**config.mk**
```make
export PLATFORM = sky130hd
export DESIGN_NAME = ded_isqrt
export DESIGN_NICKNAME = d
export VERILOG_FILES = /design/src/hw/rtl/ded_pkg.sv /design/src/hw/rtl/ded_isqrt.sv
export SDC_FILE = /design/constraint.sdc
export NUM_CORES = 1
export LEC_CHECK = 0
export ABC_AREA = 1
export BUFFER_PORTS_ARGS = -buffer_cell sky130_fd_sc_hd__buf_4
export CAP_MARGIN = 20
export CELL_PAD_IN_SITES_DETAIL_PLACEMENT = 1
export CELL_PAD_IN_SITES_GLOBAL_PLACEMENT = 2
export CORE_UTILIZATION = 34
export DETAILED_ROUTE_END_ITERATION = 10
export PLACE_DENSITY_LB_ADDON = 0.1
export SLEW_MARGIN = 20
export SYNTH_ARGS = -nofsm -noshare
export SYNTH_HDL_FRONTEND = slang
export SYNTH_SLANG_ARGS = --single-unit
export TNS_END_PERCENT = 10
```
**constraint.sdc**
```tcl
create_clock -name clk -period 6.81 [get_ports clk]
set_clock_uncertainty 0.15 [all_clocks]
set_input_delay 0.3405 -clock clk [delete_from_list [all_inputs] [get_ports clk]]
set_output_delay 0.3405 -clock clk [all_outputs]
set_load 0.1 [all_outputs]
```
**src/hw/rtl/ded_pkg.sv**
```systemverilog
// Package with shared types and constants for the delay embedding distance core.
package ded_pkg;

    localparam int DefMaxDim       = 8;
    localparam int DefMaxDelay     = 32;
    localparam int DefHistoryDepth = 256;
    localparam int DefMaxSamples   = 65536;
    localparam int DefSampleBits   = 16;

    localparam int SampleW  = 16;
    localparam int DimW     = 4;
    localparam int DelayW   = 6;
    localparam int MeanW    = 18;
    localparam int CountW   = 17;
    localparam int SumW     = 35;
    localparam int SqW      = 36;
    localparam int RootW    = 18;

    localparam logic [0:0] RegEmbedDim = 1'b0;
    localparam logic [0:0] RegTapDelay = 1'b1;

    typedef struct packed {
        logic signed [SampleW-1:0] sample_a;
        logic signed [SampleW-1:0] sample_b;
        logic                      last_sample;
    } in_item_t;

    typedef struct packed {
        logic [MeanW-1:0]  mean_distance;
        logic [CountW-1:0] row_count;
        logic              no_rows;
        logic              count_overflow;
    } out_item_t;

endpackage

```
**src/hw/rtl/ded_isqrt.sv**
```systemverilog
// Iterative integer square root, one result bit per pass, one pass per cycle.
module ded_isqrt (
    input  logic                   clk,
    input  logic                   rst_n,
    input  logic                   start,
    input  logic [ded_pkg::SqW-1:0] radicand,
    output logic                   done,
    output logic [ded_pkg::RootW-1:0] root
);
    import ded_pkg::*;

    localparam int StepW = $clog2(SqW / 2 + 1);

    logic [SqW-1:0]   rem_reg, rem_next;
    logic [SqW-1:0]   res_reg, res_next;
    logic [SqW-1:0]   bit_reg, bit_next;
    logic [StepW-1:0] step_reg, step_next;
    logic             busy_reg, busy_next;
    logic             done_reg, done_next;
    logic [SqW-1:0]   trial;

    assign trial = res_reg + bit_reg;

    // Load on start, else one restoring step of the digit-by-digit root.
    always_comb
    begin
        rem_next  = rem_reg;
        res_next  = res_reg;
        bit_next  = bit_reg;
        step_next = step_reg;
        busy_next = busy_reg;
        done_next = 1'b0;
        if (start)
        begin
            rem_next  = radicand;
            res_next  = '0;
            bit_next  = {2'b01, {(SqW-2){1'b0}}};
            step_next = StepW'(SqW / 2);
            busy_next = 1'b1;
        end
        else if (busy_reg)
        begin
            if (rem_reg >= trial)
            begin
                rem_next = rem_reg - trial;
                res_next = (res_reg >> 1) + bit_reg;
            end
            else
            begin
                res_next = res_reg >> 1;
            end
            bit_next  = bit_reg >> 2;
            step_next = step_reg - 1'b1;
            if (step_reg == StepW'(1))
            begin
                busy_next = 1'b0;
                done_next = 1'b1;
            end
        end
    end

    always_ff @(posedge clk or negedge rst_n)
    begin
        if (!rst_n)
        begin
            busy_reg <= 1'b0;
            done_reg <= 1'b0;
            step_reg <= '0;
        end
        else
        begin
            busy_reg <= busy_next;
            done_reg <= done_next;
            step_reg <= step_next;
        end
    end

    always_ff @(posedge clk)
    begin
        rem_reg <= rem_next;
        res_reg <= res_next;
        bit_reg <= bit_next;
    end

    assign done = done_reg;
    assign root = res_reg[RootW-1:0];
endmodule

```
After elaboration in Yosys (flattened, before gate mapping)

Index checks and enable logic that the tools add are counted.

Add/subtract/negate cells: 4
$lt $le $gt $ge: 1
Eq/ne operators: 1
Mux-type cells: 12
Reductions and logical operators: 3

Operator list:

| operator            | count |
|---|---|
| $mux 36             | 4 |
| $add 35x35->36      | 1 |
| $add 36x35->36      | 1 |
| $ge 36x36->1        | 1 |
| $sub 36x36->36      | 1 |
| $mux 5              | 2 |
| $mux 1              | 6 |
| $eq 5x1->1 const B  | 1 |
| $sub 5x1->5 const B | 1 |
| $reduce_bool 2->1   | 2 |
| $reduce_and 2->1    | 1 |

Register bits after elaboration: 97
Input bits: 39
Output and inout bits: 19
Logic and storage cells: 27

Logic depth before layout (Yosys ltp)

Word-level depth: 5
Mapped depth: 28

Worst setup path before layout

No wires, ideal clock.

Path type: reg2reg
From: register res_reg[0]
To: register rem_reg[0] (enable)
Library setup time: 0.451 ns
Arrival: 4.944 ns
Data required time: 6.209 ns
Slack: 1.265 ns
Stages on the path, launching flop included: 23
Buffers on the path: 1
Path through: dfxtp_1 ha_1 ha_1 nand3_1 nand2_1 nand2_1 nand2_1 a21oi_1 o21ai_1 a21oi_1 inv_1 nand2_1 nand2_1 ha_1 nand2_1 nor2_4 inv_1 nor2_2 nand2_1 nor2_2 nor2_4 buf_4 a31oi_1

Longest elaborated chain between the ends: 4

Ends and longest elaborated chain:

| element                     | RTL line        | text |
|---|---|---|
| start: declaration          | ded_isqrt.sv:15 | `logic [SqW-1:0] res_reg, res_next;` |
| start signal: assignment    | ded_isqrt.sv:81 | `res_reg <= res_next;` |
| $add 36x35->36              | ded_isqrt.sv:22 | `assign trial = res_reg + bit_reg;` |
| $ge 36x36->1                | ded_isqrt.sv:43 | `if (rem_reg >= trial)` |
| $reduce_bool 2->1 (no line) | --              |  |
| $reduce_and 2->1 (no line)  | --              |  |
| end signal: assignment      | ded_isqrt.sv:80 | `rem_reg <= rem_next;` |
| end: declaration            | ded_isqrt.sv:14 | `logic [SqW-1:0] rem_reg, rem_next;` |

Every way passes these cells.
A chain may end at the register's enable or synchronous reset.

Final worst setup path

From: register res_reg[14]
To: register rem_reg[32] (enable)

The elaborated chain is that of the path after synthesis.

==> flow_summary.ini <==
[final_layout]
num_antenna_cells = 0
final_nets = 1842
instances_no_fill = 2121
drive_gt1_frac = 0.06297
final_common_cell = nand2_1
syn_to_final_growth_pct = 9.184
final_cell_mix = 565 x nand2_1, 233 x inv_1, 181 x nand3_1
design_area_um2 = 11230

[synth]
synth_top_area_frac = 0.2062
ys.flop_type = dfxtp_1
ys_ff_latch = 97
synth_top_cell_by_area = nand2_1
syn_inst = 1707
netlist_area_um2 = 10290
seq_area_frac_synth = 0.2272
synth-edff-count = 36
async_flop_share = 0.07216
synth_cell_type_count = 50
avgSynthCellArea_um2 = 6.026
synth_area_leaders = nand2_1 21%, dfxtp_1 11%, edfxtp_1 11%
syn-num-nets = 1823
ys_warn_count = 0

[clock_network]
htreeDepth = 3
cts.sinks = 97
clockBufferDepth = 2
cts_root_buffer = clkbuf_16
cts_resized = 0
cts_buffers = 9
post_cts_buffers = 0
clkTransAtPathRegs_ns = 0.08
cts_hold_buffers = 1
clock_latency_ns = 0.37
cts_tree = built

[worst_setup_path]
crit_path_start_kind = flop
crit_type = reg2reg
worst-path-stages = 17
cp_data_arrival_time_ns = 5.42
max_stage_delay_ns = 0.75
crit_chain = ha_1, nand2_1, nor2_1, nand2_1, nor4_1, a21oi_1, xor2_1, ha_1, nand2_1, inv_1, nand2_1, nor2_1, nand4_1, nand3_1, nand2_4, a31oi_4, buf_4
worst_path_most_repeated_cell = nand2_1
path_max_fanout = 37
worstPathRequired_ns = 6.67
worst_r2r_path_depth = 17
crit_path_end_kind = flop
worst-path-buf-inv = 2
critPathTopFamily = simple AND/OR/NAND/NOR gates
slowest_stage = nor4_1

[global_routing]
grt_pass1_vias = 10970
grt_usage = 0.2587
top_usage_layer = met2
grt_pass1_wl_mm = 61.71
met2_usage = 0.4190
met3_usage = 0.04220
antenna_found_initial = 0
met1_usage = 0.3622
grt_max_degree = 46
gr-total-overflow = 0

[power]
p_leak_nw = 5.280
power_density_nw_per_um2 = 434.6
vdd_drop_max_v = 0.0002051
total_power_mw = 4.881

[floorplan]
ios = 58
fp-row-count = 63
chipWidth_um = 175.9
core-area_um2 = 29720
design.die.area_um2 = 30950
die_h_um = 175.9
initial_utilization = 0.3461

[route]
vias_per_cell = 5.101
vias = 10820
wl_mm = 39.43
drt_first_pass_iters = 4
drc_errors = 0
wl_per_cell_um = 18.59
ant_nets = 0
drtIter0Drc = 613

[placed_design]
place_congestion = 0.9168
hpwl_mm = 32.65
dp_cells = 2104
io_buffer_count = 57
placed_area_um2 = 10930
place_ws_ns = 1.479

[timing]
rsz0062_at_grt = no
drv_slew = 0
slew_headroom = 0.3685
setup_viol = 0
tightest_slew_ns = 0.9386
finalCritPeriodShare = 0.8167
setup_tns_ns = 0
fmaxAchievable_mhz = 179.8
min_period_ns = 5.562
worst_slack_ns = 1.248
hold_violations = 0

[min_path]
hold_class = in2reg
whs_path_depth = 3

[outcome]
outcome = completed

[run]
max_cap_viol_count = 0
-- where the power goes --
group | switching [mW] | leakage, nW | internal [mW]
Sequential | 0.203 | 0.897 | 0.856
Combinational | 2.24 | 4.24 | 1.04
Clock | 0.266 | 0.139 | 0.274
-- synth_stat cells, types with 2 or more instances --
cell type and number:
o21a_1 3, o22ai_1 16, edfxtp_1 36, or2_2 12, buf_4 21, nand3_2 2, a31oi_1 2, nor2_4 2
nor3_1 13, a21o_1 3, dfxtp_1 54, nor4_1 4, nand2_2 3, buf_6 2, buf_8 2, buf_1 2
clkinv_1 2, nand3_1 181, clkbuf_1 20, a211oi_1 2, nand3b_1 10, nor2_2 2, xor2_1 26, xnor2_1 24
inv_1 233, ha_1 76, buf_2 11, a21oi_1 99, o21bai_1 9, o21ai_1 11, o31ai_1 2, dfrtp_1 7
nand4_1 18, nand2_1 565, o211ai_1 3, o21ai_0 75, nor2_1 141
-- cell families after synthesis --
kind of cell | synth area share
compound gates | 0.1214
xor+xnor | 0.04257
fa+ha+maj | 0.09439
simple gates | 0.3945
flops | 0.2272
buf+inv | 0.1199
-- metrics by stage --
stage | utilization | hold WS (ns)
after global placement | 0.3679 | 0.008878
final | 0.3779 | 0.08476
after CTS | 0.3779 | 0.06934
after global routing | 0.3779 | 0.08861
after floorplan | - | -0.1051
after detailed placement | 0.3679 | 0.009791
-- routing by layer --
layer  up-vias  part of all wire
li1       5540                 -
met1      5084              0.51
met2       168              0.44
met3        28             0.041
met4         0             0.011
met5         -                 0
-- worst register-to-register path, delay by kind of cell (launching register included) --
kind	cells	cell delay, ns
flip-flops	1	0.58
adder cells (fa/ha/maj)	2	0.69
AO/OA/AOI/OAI	2	0.45
XOR/XNOR	1	0.20
AND/OR/NAND/NOR	10	2.52
buffers and inverters	2	0.56
-- layout make-up --
class	count	area, µm²
Timing Repair Buffer	66	498.0
Clock buffer	12	257.7
Tap cell	390	488.0
Clock inverter	4	31.28
Fill cell	4020	18490
Multi-Input combinational cell	1316	6733
Inverter	236	885.9
Sequential cell	97	2337
-- path summary, 6_finish.rpt --
path | slack, ns | start | end
max in group asynchronous | 6.22 | rst_n | step_reg[3]
min | 0.08 | radicand[9] | rem_reg[9]
min reg2reg | 0.34 | step_reg[4] | step_reg[4]
max reg2reg | 1.25 | res_reg[14] | rem_reg[32]
max | 1.25 | res_reg[14] | rem_reg[32]
min in group asynchronous | 0.16 | rst_n | done
Power figures use the tool's default switching activity.
