[src/hw/rtl/ded_pkg.sv]
// Package with shared types and constants for the delay embedding distance core.
package ded_pkg;

    localparam int DefMaxDim       = 8;
    localparam int DefMaxDelay     = 32;
    localparam int DefHistoryDepth = 256;
    localparam int DefMaxSamples   = 65536;
    localparam int DefSampleBits   = 16;

    localparam int SampleW  = 16;
    localparam int DimW     = 4;
    localparam int DelayW   = 6;
    localparam int MeanW    = 18;
    localparam int CountW   = 17;
    localparam int SumW     = 35;
    localparam int SqW      = 36;
    localparam int RootW    = 18;

    localparam logic [0:0] RegEmbedDim = 1'b0;
    localparam logic [0:0] RegTapDelay = 1'b1;

    typedef struct packed {
        logic signed [SampleW-1:0] sample_a;
        logic signed [SampleW-1:0] sample_b;
        logic                      last_sample;
    } in_item_t;

    typedef struct packed {
        logic [MeanW-1:0]  mean_distance;
        logic [CountW-1:0] row_count;
        logic              no_rows;
        logic              count_overflow;
    } out_item_t;

endpackage

[src/hw/rtl/ded_divider.sv]
// Iterative restoring divider for the mean, one quotient bit per cycle.
module ded_divider (
    input  logic                     clk,
    input  logic                     rst_n,
    input  logic                     start,
    input  logic [ded_pkg::SumW-1:0]   dividend,
    input  logic [ded_pkg::CountW-1:0] divisor,
    output logic                     done,
    output logic [ded_pkg::SumW-1:0]   quotient
);
    import ded_pkg::*;

    localparam int CntW = $clog2(SumW + 1);

    logic [SumW-1:0]   quo_reg, quo_next;
    logic [CountW:0]   rem_reg, rem_next;
    logic [CountW-1:0] den_reg, den_next;
    logic [CntW-1:0]   cnt_reg, cnt_next;
    logic              busy_reg, busy_next;
    logic              done_reg, done_next;
    logic [CountW:0]   shifted;

    assign shifted = {rem_reg[CountW-1:0], quo_reg[SumW-1]};

    // Load on start, else shift in one dividend bit and subtract the divisor when it fits.
    always_comb
    begin
        quo_next  = quo_reg;
        rem_next  = rem_reg;
        den_next  = den_reg;
        cnt_next  = cnt_reg;
        busy_next = busy_reg;
        done_next = 1'b0;
        if (start)
        begin
            quo_next  = dividend;
            rem_next  = '0;
            den_next  = divisor;
            cnt_next  = CntW'(SumW);
            busy_next = 1'b1;
        end
        else if (busy_reg)
        begin
            if (shifted >= {1'b0, den_reg})
            begin
                rem_next = shifted - {1'b0, den_reg};
                quo_next = {quo_reg[SumW-2:0], 1'b1};
            end
            else
            begin
                rem_next = shifted;
                quo_next = {quo_reg[SumW-2:0], 1'b0};
            end
            cnt_next = cnt_reg - 1'b1;
            if (cnt_reg == CntW'(1))
            begin
                busy_next = 1'b0;
                done_next = 1'b1;
            end
        end
    end

    always_ff @(posedge clk or negedge rst_n)
    begin
        if (!rst_n)
        begin
            busy_reg <= 1'b0;
            done_reg <= 1'b0;
            cnt_reg  <= '0;
        end
        else
        begin
            busy_reg <= busy_next;
            done_reg <= done_next;
            cnt_reg  <= cnt_next;
        end
    end

    always_ff @(posedge clk)
    begin
        quo_reg <= quo_next;
        rem_reg <= rem_next;
        den_reg <= den_next;
    end

    assign done     = done_reg;
    assign quotient = quo_reg;
endmodule

[config.mk]
export PLATFORM = sky130hd
export DESIGN_NAME = ded_divider
export DESIGN_NICKNAME = d
export VERILOG_FILES = /design/src/hw/rtl/ded_pkg.sv /design/src/hw/rtl/ded_divider.sv
export SDC_FILE = /design/constraint.sdc
export NUM_CORES = 1
export LEC_CHECK = 0
export BUFFER_PORTS_ARGS = -buffer_cell sky130_fd_sc_hd__clkbuf_2
export CELL_PAD_IN_SITES_DETAIL_PLACEMENT = 0
export CELL_PAD_IN_SITES_GLOBAL_PLACEMENT = 1
export CORE_MARGIN = 2
export CORE_UTILIZATION = 40
export DETAILED_ROUTE_END_ITERATION = 8
export PLACE_DENSITY_LB_ADDON = 0.1
export SYNTH_ARGS = -nofsm -noshare
export SYNTH_HDL_FRONTEND = slang
export SYNTH_SLANG_ARGS = --single-unit
[constraint.sdc]
create_clock -name clk -period 4.4 [get_ports clk]
set_input_delay 0.44 -clock clk [delete_from_list [all_inputs] [get_ports clk]]
set_output_delay 0.44 -clock clk [all_outputs]
set_load 0.005 [all_outputs]
# Word-level counts from Yosys, hierarchy flattened
# Index checks and enable logic that the tools add are counted.
# classes
reduce_logical	1
n_addsub	2
mux	12
order_cmp	1
eq_ne	1
# ops
op	n
2-to-1 mux 35 bit	2
>= comparator 18 x 17 -> 1 bit	1
2-to-1 mux 17 bit	1
subtractor 17 bit	1
2-to-1 mux 6 bit	2
2-to-1 mux 1 bit	7
== test 6 x 1 -> 1 bit (second input constant)	1
subtractor 6 x 1 -> 6 bit (second input constant)	1
nonzero test 2 bit	1
# totals
elab_cells	23
ff_bits	77
output_inout_bits	36
input_bits	55

# Logic depth before layout (Yosys ltp)
# logic_depth
word_depth	4
depth_mapped	12
ltp_nobuf	10

# Worst setup path before layout
# No wires, ideal clock.
# synth_path
path_type	register to register
from	reg quo_reg[34] (netlist: quotient[34])
to	reg quo_reg[0] (netlist: quotient[0]), data pin
path_buffers	1
stages_incl_launch_ff	11
period_less_slack_ns	2.607
required_time_ns	4.140
arrival_ns	2.348
setup_slack_ns	1.793
path_cell_list	edfxtp_1 -> inv_1 -> ha_1 -> inv_1 -> fa_1 -> a21oi_1 -> o211ai_2 -> a221oi_2 -> o31ai_2 -> buf_4 -> mux2_2
# synth_between
elab_chain_cells	4
# synth_rtl
item	line_no	rtl
from (decl)	ded_divider.sv:15	logic [SumW-1:0] quo_reg, quo_next;
from (signal assigned)	ded_divider.sv:81	quo_reg <= quo_next;
>= comparator 18 x 17 -> 1 bit	ded_divider.sv:44	if (shifted >= {1'b0, den_reg})
2-to-1 mux 1 bit	ded_divider.sv:44	
2-to-1 mux 35 bit	ded_divider.sv:42	else if (busy_reg)
2-to-1 mux 35 bit	ded_divider.sv:34	if (start)
named net quo_next[0]	ded_divider.sv:15	
# The timed path passes the listed nets, and every way through them passes these cells. The select of a mux whose other input is x is not followed.
# A chain may end at the register's enable or synchronous reset.

# Final worst setup path
# layout_path
from	reg quo_reg[34] (netlist: quotient[34])
to	reg rem_reg[6]
# layout_between
elab_chain_cells	2
elab_cells_between_ends	3
# layout_rtl
item	line_no	rtl
subtractor 17 bit / >= comparator 18 x 17 -> 1 bit (equally long branches)	ded_divider.sv:46, ded_divider.sv:44	
2-to-1 mux 17 bit (*)	ded_divider.sv:44	
to (signal assigned)	ded_divider.sv:82	rem_reg <= rem_next;
to (decl)	ded_divider.sv:16	logic [CountW:0] rem_reg, rem_next;
# Mark *: on every way between the ends. The rest lies on a longest branch, timed or not.

==> summary.md <==
| Metric | Value |
|---|---|
| DP Wirelength | `6100 µm` |
| Synth Register Bits | `77` |
| Sequential power share | `49.1%` |
| Ant. Diodes | `0` |
| Gpl congestion | `roughly 0.8` |
| Synth warn | `0` |
| Min-Delay Startpoint | `divisor[8]` |
| Synth Cell Area | `4070 µm²` |
| Via density | `5.03` |
| Routed len/inst | `14.7 µm` |
| DR iter-0 viols | `roughly 120` |
| Internal power | `1.34 mW` |
| Max frequency | `314 MHz` |
| Synth cell types | `55` |
| DR DRC count | `0` |
| Post-synth top area share | `38.4%` |
| Worst Path Buf+Inv | `2` |
| Post-cts resize count | `0` |
| Die ar. | `between 10000 and 15000 µm²` |
| RSZ-0062 raised after global routing | `no` |
| Tightest Pin Transition | `1.04 ns` |
| Switching Fraction | `24.2%` |
| Share of cells above drive strength 1 | `about a third` |
| FP Rows | `36` |
| Seq/Total Area, Yosys | `51.7%` |
| Core area | `9820 µm²` |
| Clk pin slew, worst setup/hold paths | `around 0.080 ns` |
| Critical path's top delay family | `compound AO/OA/AOI/OAI gates` |
| Post-layout util | `49.6%` |
| Clock Latency Late Sink | `between 0.3 and 0.4 ns` |
| Fin crit share | `72.3%` |
| Fin Setup TNS | `0 ns` |
| Asr flop ratio synth | `10.4%` |
| Layout Area Growth over Synthesis | `19.7%` |
| Cell taking the most area after synthesis | `edfxtp_1` |
| CTS tree | `built` |
| Root Buffer | `clkbuf_8` |
| Net count reported at finish | `519` |
| Pin count of the biggest net entering global routing | `40` |
| Die W | `between 100 and 150 µm` |
| Final wirelength | `8520 µm` |
| Global-route wire length before repair | `14400 µm` |
| Grt total ovfl | `0` |
| Max reg flops | `35` |
| Fin crit period | `3.18 ns` |
| Leak | `2.12 nW` |
| Clock Power Share | `~36%` |
| Crit path cell chain | `inv_1 -> ha_1 -> inv_1 -> fa_1 -> a21oi_1 -> o211ai_2 -> a221oi_2 -> o31a_1 -> nand2_1 -> a311oi_2` |
| CP Class | `reg -> reg` |
| CP max-delay cell | `o31a_1` |
| Clock buffer depth | `2` |
| Pins Over Slew Limit | `0` |
| Rel. slew slack | `around 30%` |
| Initial antenna violation count | `0` |
| Cells after DPL | `565` |
| Critical Path Source | `quotient[34]$_DFFE_PP_` |
| CP max stage delay | `0.69 ns` |
| H-Tree Level Count | `3` |
| Reg2reg start | `quotient[34]$_DFFE_PP_` |
| CP endpoint kind | `flop` |
| CP Data Required Time | `~4.7 ns` |
| Post-CTS Setup Bufs | `0` |
| I/O pins | `91` |
| Final Hold Viols | `0` |
| NetSw | `0.429 mW` |
| CP arrival | `between 3 and 4 ns` |
| Worst setup margin | `1.22 ns` |
| Mapped Nets | `430` |
| Worst min path class | `in -> reg` |
| Pwr Total | `roughly 1.8 mW` |
| Post-Syn Area per Cell | `11.5 µm²` |
| Initial Utilization | `41.4%` |
| DRT antenna net count | `0` |
| Detailed-route via count | `between 2000 and 3000` |
| Cell Count, Final, Fillers Out | `581` |
| Top_reg_cell synth | `edfxtp_1` |
| Mapped Cells | `355` |
| Count of buffers from port buffering | `90` |
| Post-CTS Hold Fix Bufs | `1` |
| EDFF count, synth | `52` |
| Comb power frac | `14.9%` |
| Worst Skew | `0.00944 ns` |
| Status | `finished clean` |
| Die Ht | `105 µm` |
| Crit-path max FO | `20` |
| Max Cap Violations | `0` |
| Final setup viols | `0` |
| Inserted Clock Buffers | `9` |
| Total GRT Usage | `around 17%` |
| Worst setup SP type | `flop` |
| Cell mode on critical path | `inv_1` |
| Power density cells | `364 nW/µm²` |
| Vias in the first global route | `2875` |
| Pre-Repair DR Iteration Count | `4` |
| Ranking of synthesized cells by area | `edfxtp_1, mux2_2, dfxtp_1` |
| Max IR drop VDD | `0.165 mV` |
| Place WS | `1.21 ns` |
| Clk sinks | `77` |
-- synthesized netlist by cell type, drive strengths merged, types with 2 or more instances --
master  instances
nand3          19
inv            25
nand4           3
buf             7
ha             19
nor2b           2
o311ai          2
and2            2
a221oi          2
a32oi           8
dfxtp          17
xnor2          11
edfxtp         52
clkbuf         10
o21ai          14
a21oi          18
nor3            4
xor2            6
o31ai           2
mux2i           3
nand4b          3
nand2          36
nor2           19
a311oi          4
o211ai          2
mux2           35
nand2b          6
dfrtp           8
-- layer usage --
layer	share of wire (%)	wire [µm]	track usage [%]
met4	1.0	89	6.00
met5	0	0	0
met1	46	3910	22.1
met3	5.0	429	3.56
met2	48	4090	26.3
-- cell type report --
cell class              instances  area (µm²)
clock buffers                   9         124
clock inverters                 6         111
fillers                       948        4950
inverters                      25        93.8
multi-input cells             236        1780
flip-flops and latches         77        2100
well taps                     133         166
repair buffers                 95         490
-- power by group through the flow --
stage	Combinational (mW)	Clock, mW	Sequential (mW)
after global routing	0.300	0.693	0.879
final	0.265	0.637	0.870
after detailed placement	0.268	0	0.887
after CTS	0.270	0.659	0.872
after global placement	0.265	0	0.885
after floorplan	0.170	0	0.884
-- kinds of logic (layout without fill, tap and decap cells) --
kind of cell,after synthesis,after routing,synth area share (%)
simple gates,98,98,11.7
flops,77,77,51.7
compound gates,63,63,11.7
buf+inv,42,135,4.52
mux,38,38,10.4
fa+ha+maj,20,20,6.34
xor+xnor,17,17,3.66
-- final timing paths --
kind / slack, ns / to / cells after the start
max reg2reg: 1.22 / rem_reg[6]$_SDFFE_PP0P_ / 10
min in group asynchronous: 0.48 / done$_DFF_PN0_ / 2
max: 1.22 / rem_reg[6]$_SDFFE_PP0P_ / 10
min: 0.27 / den_reg[8]$_DFFE_PP_ / 1
max in group asynchronous: 3.74 / cnt_reg[2]$_DFFE_PN0P_ / 2
min reg2reg: 0.49 / rem_reg[1]$_SDFFE_PP0P_ / 2
-- metrics by stage --
step           hold WS [ns]  area [µm²]
5_1_grt               0.237        4870
3_5_place_dp          0.299        4620
2_1_floorplan         0.144        4070
3_3_place_gp          0.300        4620
6_report              0.266        4870
4_1_cts               0.251        4870
-- layout by cell type, fill, tap and decap left out, types with 4 or more instances in the layout --
cell type / synthesis / routed
clkbuf_2: 1 / 90
edfxtp_1: 52 / 52
nand2_1: 36 / 36
mux2_2: 35 / 35
inv_1: 25 / 25
nand3_1: 19 / 19
nor2_1: 19 / 19
ha_1: 19 / 19
dfxtp_1: 17 / 17
a21oi_1: 16 / 16
xnor2_1: 11 / 11
o21ai_0: 9 / 9
clkbuf_8: 0 / 9
a32oi_1: 8 / 8
dfrtp_1: 8 / 8
xor2_1: 6 / 6
nand2b_1: 6 / 6
o21ai_1: 5 / 5
a311oi_2: 4 / 4
buf_4: 2 / 4
No activity file was read; power rests on OpenSTA's default activity.
